===== src/lttp_pkg.sv =====
package lttp_pkg;

	localparam int MAX_ZOOM = 30;
	localparam int COORD_FRAC_BITS = 22;

	localparam int LAT_W = 30;
	localparam int LON_W = 31;
	localparam int ZOOM_W = 5;
	localparam int TILE_W = 30;
	localparam int FRAC_W = 33;

	localparam int NITER = 40;
	localparam int IT_W = $clog2(NITER + 1);
	localparam int DW = 48;
	localparam int EXP_W = 7;
	localparam int POLAR_DEG = 86;

	// Longitude plus 180 degrees, then the quotient by 360 degrees in Q32.
	localparam int T_W = 34;
	localparam int U_SHIFT = 29 - COORD_FRAC_BITS;
	localparam int NUM_W = T_W - 1 + U_SHIFT;
	localparam int DIVISOR = 360 / 8;
	// The shifted longitude stays below 2^31, and 2^37 exceeds DIVISOR times that,
	// so a rounded-up reciprocal with this shift gives the exact quotient.
	localparam int U_RECIP_SHIFT = 37;

	localparam int MA_W = 48;
	localparam int MB_W = 64;
	localparam int MACC_W = MA_W + MB_W;
	localparam int TH_SHIFT = COORD_FRAC_BITS + 20;
	localparam int W_SHIFT = 48;

	typedef logic [63:0] u64_t;
	typedef u64_t tab_t [0:NITER];

	typedef struct packed {
		logic            go;
		logic [MA_W-1:0] a;
		logic [MB_W-1:0] b;
	} mac_req_t;

	// Constant evaluation only: shift and subtract long division.
	function automatic u64_t udiv(u64_t a, u64_t b);
		u64_t q;
		u64_t r;
		q = '0;
		r = '0;
		for (int k = 63; k >= 0; k--) begin
			r = {r[62:0], a[k]};
			if (r >= b) begin
				r = r - b;
				q[k] = 1'b1;
			end
		end
		return q;
	endfunction

	function automatic u64_t q60_to_q40(u64_t v);
		return (v + (u64_t'(1) << 19)) >> 20;
	endfunction

	function automatic u64_t pow2_series(int i, bit alt);
		u64_t sum;
		u64_t term;
		int k;
		sum = '0;
		k = 0;
		while (60 - i * (2 * k + 1) >= 0) begin
			term = udiv(u64_t'(1) << (60 - i * (2 * k + 1)), u64_t'(2 * k + 1));
			if (alt && k[0])
				sum = sum - term;
			else
				sum = sum + term;
			k++;
		end
		return sum;
	endfunction

	function automatic u64_t recip_series(u64_t n, bit alt);
		u64_t p;
		u64_t sum;
		u64_t term;
		int k;
		p = udiv(u64_t'(1) << 60, n);
		sum = '0;
		k = 0;
		while (p != '0) begin
			term = udiv(p, u64_t'(2 * k + 1));
			if (alt && k[0])
				sum = sum - term;
			else
				sum = sum + term;
			p = udiv(p, n * n);
			k++;
		end
		return sum;
	endfunction

	function automatic u64_t quarter_pi();
		return (recip_series(u64_t'(5), 1'b1) << 2) - recip_series(u64_t'(239), 1'b1);
	endfunction

	function automatic tab_t make_atan();
		tab_t t;
		t[0] = q60_to_q40(quarter_pi());
		for (int i = 1; i <= NITER; i++)
			t[i] = q60_to_q40(pow2_series(i, 1'b1));
		return t;
	endfunction

	function automatic tab_t make_atanh();
		tab_t t;
		t[0] = '0;
		for (int i = 1; i <= NITER; i++)
			t[i] = q60_to_q40(pow2_series(i, 1'b0));
		return t;
	endfunction

	function automatic u64_t make_inv2pi();
		u64_t two_pi;
		u64_t rem;
		u64_t quo;
		two_pi = quarter_pi() << 3;
		rem = '0;
		quo = '0;
		for (int b = 100; b >= 0; b--) begin
			rem = (rem << 1) | u64_t'(b == 100);
			if (rem >= two_pi) begin
				rem = rem - two_pi;
				if (b < 64)
					quo[b] = 1'b1;
			end
		end
		return quo;
	endfunction

	localparam tab_t ATAN_Q = make_atan();
	localparam tab_t ATANH_Q = make_atanh();
	localparam u64_t LN2_Q = q60_to_q40(recip_series(u64_t'(3), 1'b0) << 1);
	localparam u64_t HALFRAD_Q60 = udiv(quarter_pi(), u64_t'(90));
	localparam u64_t INV2PI_Q = make_inv2pi();
	localparam u64_t U_RECIP = udiv((u64_t'(1) << (U_RECIP_SHIFT + U_SHIFT))
		+ u64_t'(DIVISOR - 1), u64_t'(DIVISOR));

endpackage


===== src/lttp_mac.sv =====
module lttp_mac (
	input  logic                          clk,
	input  logic                          arst_n,
	input  lttp_pkg::mac_req_t            req,
	output logic [lttp_pkg::MACC_W-1:0]   acc,
	output logic                          done
);
	import lttp_pkg::*;

	localparam int HALF_A = MA_W / 2;
	localparam int HALF_B = MB_W / 2;
	localparam int PP_W = HALF_A + HALF_B;

	logic [MA_W-1:0]   a_q;
	logic [MB_W-1:0]   b_q;
	logic [2:0]        idx_q;
	logic              busy_q;
	logic              pv_q;
	logic              done_q;
	logic [1:0]        psel_q;
	logic [PP_W-1:0]   pp_q;
	logic [MACC_W-1:0] acc_q;
	logic [HALF_A-1:0] a_part;
	logic [HALF_B-1:0] b_part;
	logic [MACC_W-1:0] pp_ext;

	// Four partial products, one per cycle; each is added in the cycle after it is formed.
	always_comb begin
		a_part = idx_q[1] ? a_q[MA_W-1:HALF_A] : a_q[HALF_A-1:0];
		b_part = idx_q[0] ? b_q[MB_W-1:HALF_B] : b_q[HALF_B-1:0];
		pp_ext = MACC_W'(pp_q) << ((psel_q[1] ? HALF_A : 0) + (psel_q[0] ? HALF_B : 0));
	end

	always_ff @(posedge clk or negedge arst_n) begin
		if (!arst_n) begin
			busy_q <= 1'b0;
			pv_q   <= 1'b0;
			done_q <= 1'b0;
			idx_q  <= '0;
		end else begin
			done_q <= 1'b0;
			if (req.go) begin
				busy_q <= 1'b1;
				pv_q   <= 1'b0;
				idx_q  <= '0;
			end else if (busy_q) begin
				pv_q <= !idx_q[2];
				if (!idx_q[2]) begin
					idx_q <= idx_q + 3'd1;
				end else if (pv_q) begin
					busy_q <= 1'b0;
					done_q <= 1'b1;
				end
			end
		end
	end

	always_ff @(posedge clk) begin
		if (req.go) begin
			a_q   <= req.a;
			b_q   <= req.b;
			acc_q <= '0;
		end else if (busy_q) begin
			if (!idx_q[2]) begin
				pp_q   <= a_part * b_part;
				psel_q <= idx_q[1:0];
			end
			if (pv_q)
				acc_q <= acc_q + pp_ext;
		end
	end

	assign acc  = acc_q;
	assign done = done_q;

endmodule


===== src/lttp_engine.sv =====
module lttp_engine (
	input  logic                               clk,
	input  logic                               arst_n,
	input  logic                               start,
	input  logic signed [lttp_pkg::LAT_W-1:0]  latitude,
	output logic [lttp_pkg::FRAC_W-1:0]        v_frac,
	output logic                               done
);
	import lttp_pkg::*;

	typedef enum logic [7:0] {
		E_IDLE  = 8'b0000_0001,
		E_THETA = 8'b0000_0010,
		E_CIRC  = 8'b0000_0100,
		E_FORM  = 8'b0000_1000,
		E_NORM  = 8'b0001_0000,
		E_HYP   = 8'b0010_0000,
		E_LN    = 8'b0100_0000,
		E_SCALE = 8'b1000_0000
	} eng_state_t;

	localparam logic signed [31:0]   LAT_LIM = 32'(POLAR_DEG * (2 ** COORD_FRAC_BITS));
	localparam logic signed [DW-1:0] ONE = DW'(1);
	localparam logic signed [DW-1:0] ONE40 = DW'(64'd1 << 40);
	localparam logic signed [DW-1:0] TWO41 = DW'(64'd1 << 41);
	localparam logic signed [DW-1:0] HALF31 = DW'(64'd1 << 31);
	localparam logic signed [DW-1:0] TOP32 = DW'(64'd1 << 32);
	localparam logic [IT_W-1:0]      REP_A = IT_W'(4);
	localparam logic [IT_W-1:0]      REP_B = IT_W'(13);
	localparam logic [IT_W-1:0]      IT_LAST = IT_W'(NITER);

	eng_state_t              state_q;
	logic signed [DW-1:0]    x_q;
	logic signed [DW-1:0]    y_q;
	logic signed [DW-1:0]    z_q;
	logic [IT_W-1:0]         it_q;
	logic                    rep_q;
	logic                    neg_q;
	logic                    dneg_q;
	logic signed [EXP_W-1:0] ep_q;
	logic signed [EXP_W-1:0] eq_q;
	logic                    go_q;
	logic [MA_W-1:0]         mac_a_q;
	logic [MB_W-1:0]         mac_b_q;
	logic [FRAC_W-1:0]       v_q;
	logic                    done_q;

	mac_req_t                mac_req;
	logic [MACC_W-1:0]       mac_acc;
	logic                    mac_done;

	logic signed [31:0]      lat_ext;
	logic signed [31:0]      lat_c;
	logic [31:0]             lat_mag;
	logic                    hyp;
	logic signed [DW-1:0]    dx;
	logic signed [DW-1:0]    dy;
	logic signed [DW-1:0]    ang;
	logic                    zpos;
	logic                    ypos;
	logic                    xsub;
	logic                    ysub;
	logic                    zsub;
	logic signed [DW-1:0]    x_nx;
	logic signed [DW-1:0]    y_nx;
	logic signed [DW-1:0]    z_nx;
	logic                    circ_last;
	logic                    rep_it;
	logic                    hyp_last;
	logic signed [DW-1:0]    p_sum;
	logic signed [DW-1:0]    q_dif;
	logic                    x_hi;
	logic                    x_lo;
	logic                    y_hi;
	logic                    y_lo;
	logic                    normed;
	logic signed [DW-1:0]    th;
	logic signed [EXP_W-1:0] d_exp;
	logic [EXP_W-1:0]        d_abs;
	logic signed [DW-1:0]    ln_part;
	logic signed [DW-1:0]    a_val;
	logic [DW-1:0]           a_abs;
	logic signed [DW-1:0]    w_val;
	logic signed [DW-1:0]    v_raw;

	lttp_mac u_mac (
		.clk    (clk),
		.arst_n (arst_n),
		.req    (mac_req),
		.acc    (mac_acc),
		.done   (mac_done)
	);

	always_comb begin
		mac_req.go = go_q;
		mac_req.a  = mac_a_q;
		mac_req.b  = mac_b_q;

		lat_ext = 32'(latitude);
		if (lat_ext > LAT_LIM)
			lat_c = LAT_LIM;
		else if (lat_ext < -LAT_LIM)
			lat_c = -LAT_LIM;
		else
			lat_c = lat_ext;
		lat_mag = lat_c[31] ? 32'(-lat_c) : 32'(lat_c);

		// One shift-add unit serves both the circular and the hyperbolic passes.
		hyp  = state_q == E_HYP;
		dx   = y_q >>> it_q;
		dy   = x_q >>> it_q;
		ang  = hyp ? $signed(ATANH_Q[it_q][DW-1:0]) : $signed(ATAN_Q[it_q][DW-1:0]);
		zpos = !z_q[DW-1];
		ypos = !y_q[DW-1] && (y_q != '0);
		xsub = hyp ? ypos : zpos;
		ysub = hyp ? ypos : !zpos;
		zsub = hyp ? !ypos : zpos;
		x_nx = xsub ? x_q - dx : x_q + dx;
		y_nx = ysub ? y_q - dy : y_q + dy;
		z_nx = zsub ? z_q - ang : z_q + ang;

		circ_last = it_q == IT_LAST;
		// The hyperbolic pass repeats some iterations so that it converges.
		rep_it   = (it_q == REP_A) || (it_q == REP_B) || (it_q == IT_LAST);
		hyp_last = (it_q == IT_LAST) && rep_q;

		p_sum = x_q + y_q;
		q_dif = x_q - y_q;

		x_hi   = x_q >= TWO41;
		x_lo   = x_q < ONE40;
		y_hi   = y_q >= TWO41;
		y_lo   = y_q < ONE40;
		normed = !x_hi && !x_lo && !y_hi && !y_lo;

		th      = $signed(mac_acc[TH_SHIFT +: DW]);
		d_exp   = ep_q - eq_q;
		d_abs   = d_exp[EXP_W-1] ? EXP_W'(-d_exp) : EXP_W'(d_exp);
		ln_part = $signed(mac_acc[DW-1:0]);
		a_val   = (dneg_q ? -ln_part : ln_part) + (z_q <<< 1);
		a_abs   = a_val[DW-1] ? DW'(-a_val) : DW'(a_val);
		w_val   = $signed(mac_acc[W_SHIFT +: DW]);
		v_raw   = z_q[DW-1] ? HALF31 + w_val : HALF31 - w_val;
	end

	always_ff @(posedge clk or negedge arst_n) begin
		if (!arst_n) begin
			state_q <= E_IDLE;
			it_q    <= '0;
			rep_q   <= 1'b0;
			go_q    <= 1'b0;
			done_q  <= 1'b0;
		end else begin
			go_q   <= 1'b0;
			done_q <= 1'b0;
			unique case (state_q)
				E_IDLE: begin
					if (start) begin
						go_q    <= 1'b1;
						state_q <= E_THETA;
					end
				end
				E_THETA: begin
					if (mac_done) begin
						it_q    <= '0;
						state_q <= E_CIRC;
					end
				end
				E_CIRC: begin
					if (circ_last)
						state_q <= E_FORM;
					else
						it_q <= it_q + IT_W'(1);
				end
				E_FORM: begin
					state_q <= E_NORM;
				end
				E_NORM: begin
					if (normed) begin
						it_q    <= IT_W'(1);
						rep_q   <= 1'b0;
						state_q <= E_HYP;
					end
				end
				E_HYP: begin
					if (hyp_last) begin
						go_q    <= 1'b1;
						state_q <= E_LN;
					end else if (rep_it && !rep_q) begin
						rep_q <= 1'b1;
					end else begin
						rep_q <= 1'b0;
						it_q  <= it_q + IT_W'(1);
					end
				end
				E_LN: begin
					if (mac_done) begin
						go_q    <= 1'b1;
						state_q <= E_SCALE;
					end
				end
				E_SCALE: begin
					if (mac_done) begin
						done_q  <= 1'b1;
						state_q <= E_IDLE;
					end
				end
				default: begin
					state_q <= E_IDLE;
				end
			endcase
		end
	end

	always_ff @(posedge clk) begin
		unique case (state_q)
			E_IDLE: begin
				if (start) begin
					mac_a_q <= MA_W'(lat_mag);
					mac_b_q <= HALFRAD_Q60;
					neg_q   <= lat_c[31];
				end
			end
			E_THETA: begin
				if (mac_done) begin
					z_q <= neg_q ? -th : th;
					x_q <= ONE40;
					y_q <= '0;
				end
			end
			E_CIRC: begin
				x_q <= x_nx;
				y_q <= y_nx;
				z_q <= z_nx;
			end
			E_FORM: begin
				x_q  <= (p_sum < ONE) ? ONE : p_sum;
				y_q  <= (q_dif < ONE) ? ONE : q_dif;
				ep_q <= '0;
				eq_q <= '0;
			end
			E_NORM: begin
				if (normed) begin
					x_q <= p_sum;
					y_q <= q_dif;
					z_q <= '0;
				end else begin
					if (x_hi) begin
						x_q  <= x_q >>> 1;
						ep_q <= ep_q + EXP_W'(1);
					end else if (x_lo) begin
						x_q  <= x_q <<< 1;
						ep_q <= ep_q - EXP_W'(1);
					end
					if (y_hi) begin
						y_q  <= y_q >>> 1;
						eq_q <= eq_q + EXP_W'(1);
					end else if (y_lo) begin
						y_q  <= y_q <<< 1;
						eq_q <= eq_q - EXP_W'(1);
					end
				end
			end
			E_HYP: begin
				x_q <= x_nx;
				y_q <= y_nx;
				z_q <= z_nx;
				if (hyp_last) begin
					mac_a_q <= MA_W'(d_abs);
					mac_b_q <= LN2_Q;
					dneg_q  <= d_exp[EXP_W-1];
				end
			end
			E_LN: begin
				if (mac_done) begin
					z_q     <= a_val;
					mac_a_q <= MA_W'(a_abs);
					mac_b_q <= INV2PI_Q;
				end
			end
			E_SCALE: begin
				if (mac_done) begin
					if (v_raw[DW-1])
						v_q <= '0;
					else if (v_raw > TOP32)
						v_q <= FRAC_W'(TOP32);
					else
						v_q <= FRAC_W'(v_raw);
				end
			end
			default: begin
			end
		endcase
	end

	assign v_frac = v_q;
	assign done   = done_q;

endmodule


===== config.mk =====
export PLATFORM = sky130hd
export DESIGN_NAME = lttp_engine
export DESIGN_NICKNAME = d
export VERILOG_FILES = /design/src/lttp_pkg.sv /design/src/lttp_mac.sv /design/src/lttp_engine.sv
export SDC_FILE = /design/constraint.sdc
export NUM_CORES = 2
export LEC_CHECK = 0
export CAP_MARGIN = 20
export CELL_PAD_IN_SITES_DETAIL_PLACEMENT = 1
export CELL_PAD_IN_SITES_GLOBAL_PLACEMENT = 1
export CORE_MARGIN = 2
export CORE_UTILIZATION = 40
export CTS_BUF_LIST = sky130_fd_sc_hd__clkbuf_8 sky130_fd_sc_hd__clkbuf_16
export CTS_CLUSTER_SIZE = 30
export DETAILED_ROUTE_END_ITERATION = 8
export DONT_BUFFER_PORTS = 1
export PLACE_DENSITY = 0.7
export SYNTH_ARGS = -nofsm -noshare
export SYNTH_HDL_FRONTEND = slang
export SYNTH_SLANG_ARGS = --single-unit
export TNS_END_PERCENT = 50

===== constraint.sdc =====
create_clock -name clk -period 13.5 [get_ports clk]
set_input_delay 1.35 -clock clk [delete_from_list [all_inputs] [get_ports clk]]
set_output_delay 1.35 -clock clk [all_outputs]
set_load 0.01 [all_outputs]

Word level (Yosys, flattened, before mapping)

Memories as Yosys holds them, arrays and structs flattened.
Cells that the tools add are included.

Word-level logic and storage cells: 239
Memories: 2
ROM bits: 8192
Register bits: 610

Mux-type cells: 92
Shift operators: 3
$add $sub $neg: 25
$lt $le $gt $ge: 10
Reductions and logical operators: 44
Equality and inequality tests: 31
Multiply operators: 1
Bitwise logic cells: 3

Memory list:

| name            | depth | bits a word | read ports | clocked after memory_dff | wr ports | RTL line           | source |
|---|---|---|---|---|---|---|---|
| (no name shown) | 64    | 64          | 1          | 0                        | 0        | lttp_engine.sv:112 | `ang = hyp ? $signed(ATANH_Q[it_q][DW-1:0]) : $signed(ATAN_Q[it_q][DW-1:0]);` |
| (no name shown) | 64    | 64          | 1          | 0                        | 0        | lttp_engine.sv:112 |  |

Operators with widths:

| kind                                                                     | count |
|---|---|
| 48-bit two-way mux                                                       | 28 |
| 48-bit case mux with 4 select lines                                      | 3 |
| 48-bit adder                                                             | 5 |
| 64-bit two-way mux                                                       | 3 |
| 64-bit case mux with 3 select lines                                      | 1 |
| 48-bit subtractor                                                        | 4 |
| 48-bit negation                                                          | 3 |
| 48-bit case mux with 3 select lines                                      | 1 |
| 32-bit two-way mux                                                       | 4 |
| 112-bit adder                                                            | 1 |
| 56-bit by 32-bit left shift with 112-bit output                          | 1 |
| 48-bit by 43-bit >= comparator with 1-bit output (second input constant) | 2 |
| 48-bit by 2-bit < comparator with 1-bit output (second input constant)   | 2 |
| 48-bit by 42-bit < comparator with 1-bit output (second input constant)  | 2 |
| 48-bit by 6-bit >>> shifter with 48-bit output                           | 2 |
| 8-bit case mux with 8 select lines                                       | 1 |
| 24-bit by 32-bit multiplier with 56-bit output                           | 1 |
| 8-bit two-way mux                                                        | 7 |
| 7-bit two-way mux                                                        | 7 |
| 33-bit by 48-bit adder with 48-bit output (first input constant)         | 1 |
| 48-bit by 34-bit > comparator with 1-bit output (second input constant)  | 1 |
| 48-bit nonzero test                                                      | 1 |
| 33-bit by 48-bit subtractor with 48-bit output (first input constant)    | 1 |
| 6-bit two-way mux                                                        | 6 |
| 49 further kinds                                                         | 121 |

Logic depth before layout (Yosys ltp)

Depth after elaboration: 8
Depth in mapped cells: 38

Modules after synthesis

From an unflattened synthesis, not the netlist that was laid out.

Cells, all modules: 11069
Area total of the unflattened synthesis: 91330.1 sq um

By module, submodules not included:

| module      | times used | area each (sq um) | cells an instance |
|---|---|---|---|
| lttp_engine | 1          | 48471.5           | 6181 |
| lttp_mac    | 1          | 42858.6           | 4888 |

Worst setup path after synthesis

OpenSTA, ideal clock, no wires.

Kind: register -> register
From: reg u_mac.idx_q[1]
To: reg u_mac.pp_q[52], data pin
Data required time: 13.363 ns
Arrival time: 9.176 ns
Stages on the path, launching flop included: 31
Setup time: 0.137 ns
Buffers on the path: 2
Period minus slack after synthesis: 9.313 ns
Slack: 4.187 ns
Cell sequence: dfrtp_1 > buf_1 > buf_1 > mux2i_1 > nor3_1 > or2_2 > fa_1 > fa_1 > inv_1 > fa_1 > fa_1 > inv_1 > fa_1 > fa_1 > inv_1 > fa_1 > inv_1 > ha_1 > a21o_1 > a21o_1 > a21o_1 > nor4_1 > o21ai_0 > o21bai_1 > a311oi_1 > a211oi_1 > a41oi_1 > a21oi_1 > a211o_1 > or4_1 > nand4_1

Cells in the longest elaborated chain, start to end: 2

Ends and longest elaborated chain:

| item                                           | RTL line       | source |
|---|---|---|
| start: declaration                             | lttp_mac.sv:16 | `logic [2:0] idx_q;` |
| start signal: assignment                       | lttp_mac.sv:49 | `idx_q <= idx_q + 3'd1;` |
| 24-bit two-way mux                             | lttp_mac.sv:29 | `a_part = idx_q[1] ? a_q[MA_W-1:HALF_A] : a_q[HALF_A-1:0];` |
| 24-bit by 32-bit multiplier with 56-bit output | lttp_mac.sv:65 | `pp_q <= a_part * b_part;` |
| end signal: assignment                         | lttp_mac.sv:65 |  |
| end: declaration                               | lttp_mac.sv:21 | `logic [PP_W-1:0] pp_q;` |

Every way passes these cells.
A chain may end at the register's enable or synchronous reset.

Worst setup path in the final report

Same ends and word-level chain as after synthesis.

==> impl_results.md <==
- Type of destination of the critical path: flop
- Iteration count of the initial detailed-routing pass: 6
- Met3 Usage GRT: 4.544%
- Max stage delay cell, worst path: sky130_fd_sc_hd__mux2i_1
- Post-CTS setup buffer count: 0
- Maximum number of pins on one net before global-route repair: 111
- Total number of yosys warnings: 0
- Final hold violation count: 0
- Critical Path AT: 11.04 ns
- Clock tree from TritonCTS: yes
- Utilization after layout: 42.52%
- Critical path buffers and inverters: 5
- DRC Markers: 0
- First-pass GRT wire length: 568.3 mm
- Clock buffers created by TritonCTS: 69
- Initial antenna violation count: 18
- Most common cell after layout, fill and taps aside: sky130_fd_sc_hd__inv_1
- Longest Clk Path Bufs: 3
- Met2 usage: 60.65%
- Global Route Usage Sum: 36.44%
- Reg2reg start: u_mac.idx_q[1]
- Library cells used by synthesis: 120
- Clk sink count: 478
- Register-to-Register Path Depth: 30
- Sum of net half-perimeters after detailed placement: 318.4 mm
- Worst-Skew Late Latency: 0.73 ns
- Cell at the root of the clock tree: sky130_fd_sc_hd__clkbuf_16
- Gpl congestion: 1.039
- Die boundary height: 459.1 um
- Number of nets produced by synthesis: 11.30k
- FFs w/ async S/R, synth: 4.812%
- Syn Area/Cell: 8.287 um2
- CP Depth: 30
- Placed Cells incl. Taps: 12.36k
- H-tree Lvls: 3
- Final setup violation count: 0
- Max transition margin: 19.46%
- Mapped Area: 82860 um2
- Initial cell density of the core: 40.14%
- Chip width: 459.1 um
- Run status: finished, final reports clean
- Layout area overhead: 5.945%
- Total negative slack: 0 ns
- Endpoint of the worst-slack reg-to-reg timing path: u_mac.pp_q[52]
- CP max stage delay: 0.78 ns
- Setup CP Type: reg -> reg
- Io pins: 67
- Cell Count, Final, Fillers Out: 12.52k
- Placement row count: 167
- Nature of the critical path startpoint: flop
- Share of cells above drive strength 1: 6.602%
- Antenna Nets Post-Route: 0
- Number of global-route vias before repair: 81.45k
- Core outline area: 206400 um2
- Synthesized instance count: 9999
- Predominant post-synthesis flop cell: sky130_fd_sc_hd__edfxtp_1
- EDFF count, synth: 359
- Post-CTS sizing: 0
- Routed wire length: 390.6 mm
- Kind of cell adding the most delay to the critical path: adder cells
- Count of input and output buffers: 0
- Final net count: 11.03k
- RSZ-0062 raised after global routing: no
- Met1 layer usage reported by global route: 43.98%
- Slew of the pin with the lowest slew margin: 1.197 ns
- CTS hold repair buffers: 0
- Count of maximum capacitance violations: 0
- Overflow after GRT: 0
- GRT busiest layer: met2
- Vias after detailed routing: 78.43k
- Achievable frequency: 95.56 MHz
- Path type of the worst min-delay path: in -> async
- Share of the clock period used by the worst path: 77.51%
- Highest-count cells in the layout ignoring fill and taps: sky130_fd_sc_hd__inv_1, sky130_fd_sc_hd__nand2_1, sky130_fd_sc_hd__nor2_1
- Number of flip-flops and latches in the synthesized netlist: 478
- Area of the die: 210800 um2
- Final Max Slew Viols: 0
- Clock transition time at the flip-flop clock pins of the worst setup and hold paths: 0.07 ns
- Setup slack on the worst flop-to-flop path: 3.04 ns
- 1st-iter DRT viols: 6579
- Most common cell type on the critical path: sky130_fd_sc_hd__fa_1
- Critical Path Fanout Max: 41
- Fraction of the yosys area taken by sequential cells: 16.03%
- Via density: 6.265
- Required time worst endpoint: 14.07 ns
- Max Clock Skew: 0.03770 ns
- Final worst path period need: 10.46 ns
- Routed wire length per instance: 31.20 um
-- cell usage after synthesis (all sizes together) (88+ instances only) --
cell	n	area share (%)
nor3	166	1.0
o221ai	96	1.0
nand3	146	0.89
xor2	257	2.7
dfxtp	96	2.3
inv	1099	5.0
mux2i	159	1.9
buf	121	0.99
fa	616	15
mux2	107	1.5
ha	653	9.9
a21oi	773	4.7
nand2	953	4.3
nand2b	100	0.76
o21ai	537	3.2
and2	169	1.3
nor2	785	3.6
edfxtp	359	13
clkbuf	406	1.9
xnor2	475	5.0
mux4	113	3.2
a21o	286	2.6
nand4	88	0.70
-- area by class of cell --
cell class	instances	area, um2
flip-flops and latches	478	13300
diodes	30	75.07
well taps	2704	3383
clock inverters	53	516.7
repair buffers	189	1448
multi-input cells	7887	63130
clock buffers	73	1782
fillers	24600	118700
inverters	1105	4148
-- metal layers --
layer / up-vias / part of all wire, % / routed length (um)
met5: - / 0.017 / 67
li1: 34600 / - / -
met2: 2990 / 47 / 183800
met1: 39910 / 39 / 153000
met3: 930 / 5.6 / 21960
met4: 10 / 8.2 / 31860
-- stage by stage --
step                area (um2)  worst slack, ns  hold slack [ns]
finish                   87790            3.036           0.3115
floorplan                82860            4.187           0.4003
global placement         85340            3.295           0.4023
CTS                      87650            3.124           0.2636
detailed placement       85350            3.208           0.4061
global route             87770            2.552           0.2793
-- worst max-delay path by stage --
stage                               from             end  slack (ns)
after global placement    u_mac.idx_q[1]  u_mac.pp_q[52]        3.29
after floorplan           u_mac.idx_q[1]  u_mac.pp_q[52]        4.19
after detailed placement  u_mac.idx_q[1]  u_mac.pp_q[52]        3.21
after CTS                 u_mac.idx_q[1]  u_mac.pp_q[52]        3.12
after global routing      u_mac.idx_q[1]  u_mac.pp_q[54]        2.55
final                     u_mac.idx_q[1]  u_mac.pp_q[52]        3.04
-- cells by family (layout without fill, tap and decap cells) --
family,Yosys count,after routing,share of synthesized area (%)
simple gates,2889,2889,16.49
compound gates,2618,2618,20.44
buf+inv,1634,1420,7.982
fa+ha+maj,1269,1269,24.74
xor+xnor,732,732,7.737
flops,478,478,16.03
mux,379,379,6.585
other cells,0,30,0
-- state kept, by name, summed over array words and instances, names as in the netlist, 7 cells and up --
register / flops
u_mac.acc: 96
u_mac.pp_q: 56
mac_a_q: 48
u_mac.a_q: 48
x_q: 48
y_q: 48
z_q: 48
v_frac: 33
state_q: 8
ep_q: 7
eq_q: 7
Power is left out: the tool's default activity adds up to more than one toggle a clock period on the data nets, which glitch-free logic cannot reach.
